### config.mk
export PLATFORM = sky130hd
export DESIGN_NAME = ttf_ctrl
export DESIGN_NICKNAME = d
export VERILOG_FILES = /design/src/hw/rtl/triangle_tangent_frame_macros.svh /design/src/hw/rtl/ttf_pkg.sv /design/src/hw/rtl/ttf_ctrl.sv
export SDC_FILE = /design/constraint.sdc
export NUM_CORES = 1
export LEC_CHECK = 0
export BUFFER_PORTS_ARGS = -buffer_cell sky130_fd_sc_hd__buf_2
export CAP_MARGIN = 5
export CORE_MARGIN = 5
export CORE_UTILIZATION = 55
export DETAILED_ROUTE_END_ITERATION = 12
export PLACE_DENSITY = 0.81
export SYNTH_ARGS = -nofsm -noshare
export SYNTH_HDL_FRONTEND = slang
export SYNTH_SLANG_ARGS = --single-unit
export TNS_END_PERCENT = 20
### constraint.sdc
create_clock -name i_clk -period 3.9 [get_ports i_clk]
set_input_delay 0.78 -clock i_clk [delete_from_list [all_inputs] [get_ports i_clk]]
set_output_delay 0.78 -clock i_clk [all_outputs]
set_load 0.05 [all_outputs]
### src/hw/rtl/triangle_tangent_frame_macros.svh
// Assertion macros for the triangle tangent frame block.
// Included by the top level; depends on nothing else.
`ifndef TRIANGLE_TANGENT_FRAME_MACROS_SVH
`define TRIANGLE_TANGENT_FRAME_MACROS_SVH

// Same-cycle implication, checked on the rising clock, off during reset.
`define TTF_ASSERT_NOW(lbl, clk, rstn, ante, cons, msg) \
    lbl: assert property (@(posedge clk) disable iff (!(rstn)) (ante) |-> (cons)) \
        else $error(msg);

// Next-cycle implication, checked on the rising clock, off during reset.
`define TTF_ASSERT_NEXT(lbl, clk, rstn, ante, cons, msg) \
    lbl: assert property (@(posedge clk) disable iff (!(rstn)) (ante) |=> (cons)) \
        else $error(msg);

`endif

### src/hw/rtl/ttf_pkg.sv
// Shared types and constants for the triangle tangent frame block.
// Used by ttf_ctrl, ttf_dp and triangle_tangent_frame; depends on nothing.
`default_nettype none
package ttf_pkg;

    localparam int TRI_CORNERS = 3;
    localparam int POS_W       = 24;
    localparam int TEX_W       = 16;
    localparam int EDGE_W      = POS_W + 1;
    localparam int DUV_W       = TEX_W + 1;
    localparam int COMP_W      = 43;
    localparam int MAG_W       = 42;
    localparam int OUT_W       = 16;
    localparam int S_DATA_W    = 104;
    localparam int M_DATA_W    = 96;
    localparam int PROD_STEPS  = 7;
    localparam int ROOT_STEPS  = 32;
    localparam int DIV_STEPS   = 15;

    typedef enum logic [3:0] {
        ST_IDLE,
        ST_PROD,
        ST_LOAD,
        ST_NORM,
        ST_SQ,
        ST_RINIT,
        ST_ROOT,
        ST_DINIT,
        ST_DIV,
        ST_EMIT
    } t_state;

    typedef struct packed {
        logic       store_lo;
        logic       corner_sel;
        logic       store_hi;
        logic       prod;
        logic [2:0] step;
        logic       vec;
        logic [1:0] comp;
        logic       mag_load;
        logic       norm_right;
        logic       norm_left;
        logic       sq_acc;
        logic       root_init;
        logic       root_step;
        logic       div_init;
        logic       div_step;
        logic       div_store;
        logic       deg_set;
        logic       out_load;
    } t_cmd;

    typedef struct packed {
        logic vec_zero;
        logic det_zero;
        logic mag_big;
        logic mag_small;
        logic out_free;
    } t_stat;

endpackage
`default_nettype wire

### src/hw/rtl/ttf_ctrl.sv
// Sequencer for the triangle tangent frame block.
// Depends on ttf_pkg; drives ttf_dp through t_cmd and reads t_stat.
`default_nettype none
module ttf_ctrl
    import ttf_pkg::*;
(
    input  wire   i_clk,
    input  wire   i_rst_n,
    input  wire   i_in_valid,
    output logic  o_in_ready,
    input  t_stat i_stat,
    output t_cmd  o_cmd
);

    t_state     r_state, n_state;
    logic [4:0] r_cnt, n_cnt;
    logic [1:0] r_corner, n_corner;
    logic       r_vec, n_vec;
    logic [1:0] r_comp, n_comp;
    logic       w_fire;
    logic       w_last_corner;

    assign w_fire        = i_in_valid && (r_state == ST_IDLE);
    assign w_last_corner = (r_corner == 2'(TRI_CORNERS - 1));

    always_comb begin
        n_state  = r_state;
        n_corner = r_corner;
        n_vec    = r_vec;
        n_comp   = r_comp;
        case (r_state)
            ST_IDLE: begin
                if (w_fire) begin
                    if (w_last_corner) begin
                        n_corner = 2'd0;
                        n_state  = ST_PROD;
                    end else begin
                        n_corner = r_corner + 2'd1;
                    end
                end
            end
            ST_PROD: begin
                n_vec = 1'b0;
                if (r_cnt == 5'(PROD_STEPS - 1)) n_state = ST_LOAD;
            end
            ST_LOAD: begin
                n_comp = 2'd0;
                if (i_stat.det_zero || i_stat.vec_zero) n_state = ST_EMIT;
                else n_state = ST_NORM;
            end
            ST_NORM: begin
                if (!i_stat.mag_big && !i_stat.mag_small) n_state = ST_SQ;
            end
            ST_SQ: begin
                if (r_cnt == 5'd2) n_state = ST_RINIT;
            end
            ST_RINIT: n_state = ST_ROOT;
            ST_ROOT: begin
                if (r_cnt == 5'(ROOT_STEPS - 1)) n_state = ST_DINIT;
            end
            ST_DINIT: n_state = ST_DIV;
            ST_DIV: begin
                if (r_cnt == 5'(DIV_STEPS - 1)) begin
                    if (r_comp == 2'd2) begin
                        if (r_vec) begin
                            n_state = ST_EMIT;
                        end else begin
                            n_vec   = 1'b1;
                            n_state = ST_LOAD;
                        end
                    end else begin
                        n_comp  = r_comp + 2'd1;
                        n_state = ST_DINIT;
                    end
                end
            end
            ST_EMIT: begin
                if (i_stat.out_free) n_state = ST_IDLE;
            end
            default: n_state = ST_IDLE;
        endcase
        // restart the step count on every state change
        n_cnt = (n_state != r_state) ? 5'd0 : r_cnt + 5'd1;
    end

    always_comb begin
        o_cmd            = '0;
        o_in_ready       = (r_state == ST_IDLE);
        o_cmd.corner_sel = r_corner[0];
        o_cmd.step       = r_cnt[2:0];
        o_cmd.vec        = r_vec;
        o_cmd.comp       = (r_state == ST_SQ) ? r_cnt[1:0] : r_comp;
        case (r_state)
            ST_IDLE: begin
                o_cmd.store_lo = w_fire && !w_last_corner;
                o_cmd.store_hi = w_fire && w_last_corner;
            end
            ST_PROD:  o_cmd.prod = 1'b1;
            ST_LOAD: begin
                o_cmd.mag_load = 1'b1;
                o_cmd.deg_set  = i_stat.det_zero || i_stat.vec_zero;
            end
            ST_NORM: begin
                o_cmd.norm_right = i_stat.mag_big;
                o_cmd.norm_left  = !i_stat.mag_big && i_stat.mag_small;
            end
            ST_SQ:    o_cmd.sq_acc    = 1'b1;
            ST_RINIT: o_cmd.root_init = 1'b1;
            ST_ROOT:  o_cmd.root_step = 1'b1;
            ST_DINIT: o_cmd.div_init  = 1'b1;
            ST_DIV: begin
                o_cmd.div_step  = 1'b1;
                o_cmd.div_store = (r_cnt == 5'(DIV_STEPS - 1));
            end
            ST_EMIT:  o_cmd.out_load = i_stat.out_free;
            default: ;
        endcase
    end

    always_ff @(posedge i_clk) begin
        if (!i_rst_n) begin
            r_state  <= ST_IDLE;
            r_cnt    <= 5'd0;
            r_corner <= 2'd0;
            r_vec    <= 1'b0;
            r_comp   <= 2'd0;
        end else begin
            r_state  <= n_state;
            r_cnt    <= n_cnt;
            r_corner <= n_corner;
            r_vec    <= n_vec;
            r_comp   <= n_comp;
        end
    end

endmodule
`default_nettype wire

# Word level (Yosys, flattened, before mapping)
# Index checks and enable logic that the tools add are counted.
# W data, S select, Z words.
[word_totals] reg_bits=14 out_inout_bits=22
[classes] add_sub_neg=3 eq_ne=19 mux=32 bitwise_logic=1 reduce_logical=16
[ops] op="$mux W4" count=11
[ops] op="$pmux W4 S10" count=1
[ops] op="$eq A4 B3 Y1 const B" count=4
[ops] op="$mux W1" count=12
[ops] op="$mux W2" count=6
[ops] op="$eq A4 B2 Y1 const B" count=2
[ops] op="$eq A4 B4 Y1 const B" count=2
[ops] op="$ne A2 B2 Y1 const B" count=3
[ops] op="$reduce_and A3 Y1" count=2
[ops] op="$add A5 B1 Y5 const B" count=1
[ops] op="$eq A5 B2 Y1 const B" count=1
[ops] op="$eq A5 B3 Y1 const B" count=1
[ops] op="$eq A5 B4 Y1 const B" count=1
[ops] op="$eq A5 B5 Y1 const B" count=1
[ops] op="$logic_and A1 B1 Y1" count=5
[ops] op="$add A2 B1 Y2 const B" count=2
[ops] op="$eq A2 B2 Y1 const B" count=2
[ops] op="$eq A4 B1 Y1 const B" count=1
[ops] op="$logic_not A4 Y1" count=1
[ops] op="$ne A4 B4 Y1" count=1
[ops] op="$pmux W2 S2" count=1
[ops] op="$reduce_bool A2 Y1" count=2
[ops] op="$logic_not A1 Y1" count=3
[ops] op="$pmux W1 S2" count=1
[ops] op="4 further kinds" count=4

# Longest topological paths before layout
# Gate-level depths: netlist (run 1).
[logic_depth] word_depth=6 mapped_depth=7 mapped_depth_nobuf=7

# Least setup slack after synthesis (run 1)
# Ideal clock, no wire load.
[synth_path] path_kind="flip-flop to output port" startpoint="register r_state[1]" endpoint="output o_cmd[11] in the netlist's numbering" arrival_ps=3543 required_ps=3120 setup_slack_ps=-423 path_stages_with_launch=4 path_buffers=1 cell_sequence="dfxtp_1 > buf_2 > nor4b_1 > o21ai_0"
[synth_lines] element="start: declaration" line_no="ttf_ctrl.sv:15" text="t_state r_state, n_state;"
[synth_lines] element="start signal: assignment" line_no="ttf_ctrl.sv:128" text="r_state <= n_state;"
[synth_lines] element="end: declaration" line_no="ttf_ctrl.sv:12" text="output t_cmd o_cmd"

==> results of run 1 <==
[cell usage after synthesis (all sizes together)]
| cell | number |
|---|---|
| a21oi | 14 |
| dfxtp | 14 |
| nor2 | 14 |
| buf | 9 |
| nand2 | 9 |
| inv | 8 |
| o21ai | 6 |
| nand2b | 5 |
| nor3 | 5 |
| ha | 4 |
| nor2b | 4 |
| nand4 | 3 |
| nor4 | 3 |
| nor4b | 3 |
| a211oi | 2 |
| a22oi | 2 |
| and2 | 2 |
| nand3 | 2 |
| nor3b | 2 |
| o21a | 2 |
| or4b | 2 |
| a2111o | 1 |
| a21boi | 1 |
| a21o | 1 |
| a31oi | 1 |
| and3 | 1 |
| and4 | 1 |
| clkbuf | 1 |
| mux2 | 1 |
| nand4b | 1 |
| nand4bb | 1 |
| o211ai | 1 |
| o21bai | 1 |
| o221a | 1 |
| o22a | 1 |
| o22ai | 1 |
| or2 | 1 |
| or3 | 1 |
| or3b | 1 |
| xnor2 | 1 |
| xor2 | 1 |
[worst max-delay path by stage]
stage	startpoint	end	slack (ns)	depth (start not counted)
finish	r_state[3]$_SDFF_PN0_	o_cmd[2]	0.90	4
global route	r_state[3]$_SDFF_PN0_	o_cmd[2]	0.85	4
CTS	r_state[3]$_SDFF_PN0_	o_cmd[2]	0.93	4
detailed placement	r_state[3]$_SDFF_PN0_	o_cmd[2]	1.25	4
global placement	r_state[3]$_SDFF_PN0_	o_cmd[2]	1.30	4
floorplan	r_state[2]$_SDFF_PN0_	o_cmd[20]	0.65	3
[critical path, stage by stage, from the launching register on]
cell and delay, ns:
dfxtp_1 0.64, or4b_1 0.58, or2_2 0.38, inv_1 0.08, buf_2 0.26
[final cells by class]
type / instances / area (sq um) / area share
inverter: 8 / 30.0 / 0.0253
sequential: 14 / 280 / 0.236
multi-input combinational: 103 / 672 / 0.565
timing repair buffer: 30 / 153 / 0.128
clock buffer: 3 / 22.5 / 0.0189
tap: 25 / 31.3 / 0.0263
[layer usage]
metal | GRT usage | share of wire | vias up
met3 | 0.0416 | 0.073 | 5
met4 | 0.0681 | 0.011 | 0
met5 | 0 | 0 | -
met2 | 0.324 | 0.47 | 36
li1 | - | - | 534
met1 | 0.234 | 0.44 | 474
[stage by stage]
step                std cells  setup WS (ns)
finish                    183          0.904
floorplan                 135          0.648
CTS                       183          0.932
detailed placement        180           1.25
global placement          180           1.30
global route              183          0.853
[registers in the layout (all words and copies together), names as in the netlist]
name / count
r_comp: 2
r_state: 4
r_cnt: 5
r_vec: 1
r_corner: 2
[power by group]
part | internal [mW] | switching (mW)
logic | 0.0207 | 0.0454
registers | 0.149 | 0.00824
clock network | 0.0358 | 0.0464
[cells by family after synthesis]
kind of cell | after synthesis | share of synthesized area
flip-flops | 14 | 0.269
adder cells (fa/ha/maj) | 4 | 0.0480
AND/OR/NAND/NOR | 61 | 0.349
multiplexers | 1 | 0.0108
AO/OA/AOI/OAI | 35 | 0.214
XOR/XNOR | 2 | 0.0168
buffers and inverters | 18 | 0.0924
==> flow_summary.ini, run 1 <==
[synthesis]
yosys_register_bits = 14
synthesis.nets = 147
ys_types = 47
synth_top_area_cell = dfxtp_1
synth_area_sq_um = 1040
seq_area_frac_synth = 0.269
yosys_warnings = 0
synth_cells = 135
synth_top_area_share = 0.269
syn-mean-instance-area_sq_um = 7.72
ys_top_cells_by_area = dfxtp_1 27%, a21oi_1 6.2%, buf_4 5.0%

[finish]
layout_commonest_cell = buf_2
finish.utilization = 0.674
diodes = 0
area_growth_pct = 14.0
fill_cells = 185
mostFrequentLayoutCells = 29 x buf_2, 14 x nor2_1, 14 x dfxtp_1
final_nets = 172
drive_above_1_share = 0.278
final_area_sq_um = 1190

[clock_network]
ctsHoldBuffers = 0
post-cts-setup-buffer-count = 0
clkSlewWorstSetupHoldPaths_ns = 0.08
insertion_delay_ns = 0.28
cts_sinks = 14
cts_resized = 0
cts_buffer_depth = 2
cts-root-buf = clkbuf_4
cts_made_buffers = 3
h-tree-depth = 1
cts_tree = built

[die]
start_util = 0.591
boundaryPins = 30
rows = 15
die_h_um = 53.5
coreArea_sq_um = 1760
die_area_sq_um = 2870
fp.dieW_um = 53.5

[critical_path]
cp.arrival_ns = 2.22
required_ns = 3.12
worst_r2r_endpoint = r_cnt[4]$_SDFF_PP0_
reg2reg_depth = 5
worstPathMaxFanout = 16
r2r_slack_ns = 1.68
worstSetupPathType = reg2out
end_kind = primary output
start_kind = flop
reg2reg_from = r_state[3]$_SDFF_PN0_

[global_routing]
antenna_found_initial = 0
global_route.overflow_total = 0
grt_pass1_wl_um = 4020
grt_max_degree = 18
grt_pass1_vias = 934
track_usage = 0.190

[status]
status = finished clean

[place]
place_area_sq_um = 1170
place_hpwl_um = 2040
finalWeightedCongestion = 0.847
port_buffers = 29

[detailed_routing]
drtIter0Drc = 31
drtAntennaViolNets = 0
drc_errors = 0
drt_pass1_iterations = 4
routed-via-count = 1049
via_per_inst = 5.73
wl_um = 2550
wire_per_inst_um = 13.9

[sta]
finalCritPeriodShare = 0.768
hold_violations = 0
tightest_slew_ns = 0.533
rsz0062_at_grt = no
skew_ns = 0.00284
drv_slew = 0
fmax_mhz = 334
slew-limit-headroom = 0.641
setup-tns-final_ns = 0
setup_viol = 0
hold-worst-slack_ns = 0.495
period_minus_slack_ns = 3.00

[worst_hold_path]
whs_path_depth = 2
min_from = r_corner[0]$_SDFFE_PN0P_
hp-class = reg2reg
min_to = r_corner[1]$_SDFFE_PN0P_

[run]
cap_violations = 0

[power_and_ir_drop]
power_uw = 305
leakagePower_nw = 0.539
powerDensity_nw_per_um2 = 257
max-vdd-ir-drop_mv = 0.171
Power figures use the tool's default switching activity.
==> run 2, diff against run 1 <==
--- a/config.mk
+++ b/config.mk
@@ -8,9 +8,9 @@
 export BUFFER_PORTS_ARGS = -buffer_cell sky130_fd_sc_hd__buf_2
 export CAP_MARGIN = 5
 export CORE_MARGIN = 5
-export CORE_UTILIZATION = 55
+export CORE_UTILIZATION = 46
 export DETAILED_ROUTE_END_ITERATION = 12
-export PLACE_DENSITY = 0.81
+export PLACE_DENSITY = 0.72
 export SYNTH_ARGS = -nofsm -noshare
 export SYNTH_HDL_FRONTEND = slang
 export SYNTH_SLANG_ARGS = --single-unit
==> constraint.sdc (replaced) <==
create_clock -name i_clk -period 2.4 [get_ports i_clk]
set_input_delay 0.48 -clock i_clk [delete_from_list [all_inputs] [get_ports i_clk]]
set_output_delay 0.48 -clock i_clk [all_outputs]
set_load 0.05 [all_outputs]
==> run 2 against run 1 <==
Die area rose by 16%. Sequential share of layout area fell by 1.3 points. Sequential cell count did not move. Wire length rose by 9.3%. Critical path type unchanged. Total power rose by 63%. Non-clock buffer count rose by 5. Register-to-register slack got worse by 1.5 ns. Via count rose by 2.9%. Clock power rose by 60%. Cell area rose by 6.0%. Sequential power rose by 62%.
==> flow_summary.ini, run 2 (synthesis results as in run 1) <==
[power_and_ir_drop]
switchingPower_uw = 163
p_sw_frac = 0.328
leakagePower_nw = 0.578
power_uw = 498
p_clk_frac = 0.265
p_comb_frac = 0.225
intPower_uw = 335
max-vdd-ir-drop_mv = 0.268
powerDensity_nw_per_um2 = 395
seq_power_share = 0.510

[die]
die_h_um = 57.6
start_util = 0.476
fp.dieW_um = 57.6
die_area_sq_um = 3320
rows = 17
boundaryPins = 30
coreArea_sq_um = 2190

[global_routing]
grt_pass1_wl_um = 4740
antenna_found_initial = 0
track_usage = 0.181
global_route.overflow_total = 0
grt_max_degree = 17
grt_pass1_vias = 1031

[sta]
tightest_slew_ns = 0.564
skew_ns = 0.00191
slew-limit-headroom = 0.620
setup_viol = 0
drv_slew = 0
fmax_mhz = 436
finalCritPeriodShare = 0.955
period_minus_slack_ns = 2.29
setup_ws_ns = 0.109
setup-tns-final_ns = 0
rsz0062_at_grt = no
hold_violations = 0
hold-worst-slack_ns = 0.470

[clock_network]
h-tree-depth = 1
clkSlewWorstSetupHoldPaths_ns = 0.08
cts_tree = built
cts_buffer_depth = 2
cts-root-buf = clkbuf_4
cts_sinks = 14
post-cts-setup-buffer-count = 0
insertion_delay_ns = 0.28
ctsHoldBuffers = 0
cts_made_buffers = 3

[place]
finalWeightedCongestion = 0.876
pre_cts_ws_ns = 0.281
dp.cells = 188
place_area_sq_um = 1230
place_hpwl_um = 2200
port_buffers = 29

[critical_path]
cpMostUsedCell = inv_1
required_ns = 1.92
cp.buffers_inverters = 3
end_kind = primary output
critPathTopFamily = simple AND/OR/NAND/NOR gates
start_kind = flop
worstSetupPathType = reg2out
crit_chain = inv_1 -> ha_1 -> nand4b_1 -> or2_2 -> inv_1 -> buf_4
cpPeakStageDelay_ns = 0.40
cp.arrival_ns = 1.81
cp.depth = 6
crit_path_top_delay_cell = or2_2
reg2reg_depth = 7
worstPathMaxFanout = 6

[detailed_routing]
via_per_inst = 5.65
drtAntennaViolNets = 0
routed-via-count = 1079
drt_pass1_iterations = 4
wl_um = 2790
drtIter0Drc = 31
drc_errors = 0
wire_per_inst_um = 14.6

[finish]
fill_cells = 201
final_cells = 191
largest_register_ffs = 5
reg_top3 = r_cnt: 5 flops, r_state: 4 flops
final_nets = 177
drive_above_1_share = 0.313
finish.utilization = 0.575
diodes = 0
mostFrequentLayoutCells = 28 x buf_2, 14 x nor2_1, 14 x dfxtp_1
final_area_sq_um = 1260
top_register = r_cnt
area_growth_pct = 20.9
layout_commonest_cell = buf_2

[status]
status = finished clean

[run]
cap_violations = 0

[worst_hold_path]
whs_path_depth = 2
hp-class = reg2reg
## run 2: power groups by stage
stage / sequential, mW / combinational [mW] / clock, mW
after CTS: 0.254 / 0.112 / 0.134
after global placement: 0.259 / 0.109 / 0
after global routing: 0.256 / 0.121 / 0.151
after detailed placement: 0.259 / 0.111 / 0
after floorplan: 0.257 / 0.0915 / 0
final: 0.254 / 0.112 / 0.132
## run 2: area by class of cell
type | instances | area, sq um | area share
Inverter | 8 | 30.0 | 0.0238
Multi-Input combinational cell | 103 | 699 | 0.555
Tap cell | 28 | 35.0 | 0.0278
Sequential cell | 14 | 280 | 0.222
Clock buffer | 3 | 22.5 | 0.0179
Timing Repair Buffer | 35 | 193 | 0.153
## run 2: worst paths after layout
path                                          startpoint  slack (ns)                       end
worst min register to register  r_corner[0]$_SDFFE_PN0P_        0.47  r_corner[1]$_SDFFE_PN0P_
worst min-delay path            r_corner[0]$_SDFFE_PN0P_        0.47  r_corner[1]$_SDFFE_PN0P_
worst max-delay path                 r_cnt[0]$_SDFF_PP0_        0.11                  o_cmd[2]
worst max register to register       r_cnt[0]$_SDFF_PP0_        0.21       r_cnt[0]$_SDFF_PP0_
## run 2: timing repair
item	in CTS	in global routing
setup endpoints to repair	1	1
pin swaps	0	0
gates cloned	0	0
resized for setup	1	1
## run 2: worst reg2reg max path: stages (launching register included)
cell and delay, ns:
dfxtp_1 0.41, inv_1 0.09, ha_1 0.21, nand4b_1 0.21, nor3_1 0.10, a2111o_1 0.39
or3_4 0.41, a211oi_1 0.28
## run 2: per-layer routing
metal	global-route usage	up-vias	part of all wire
met5	0	-	0
met4	0.0861	0	0.021
met3	0.0294	6	0.064
met2	0.287	38	0.45
met1	0.238	495	0.47
li1	-	540	-
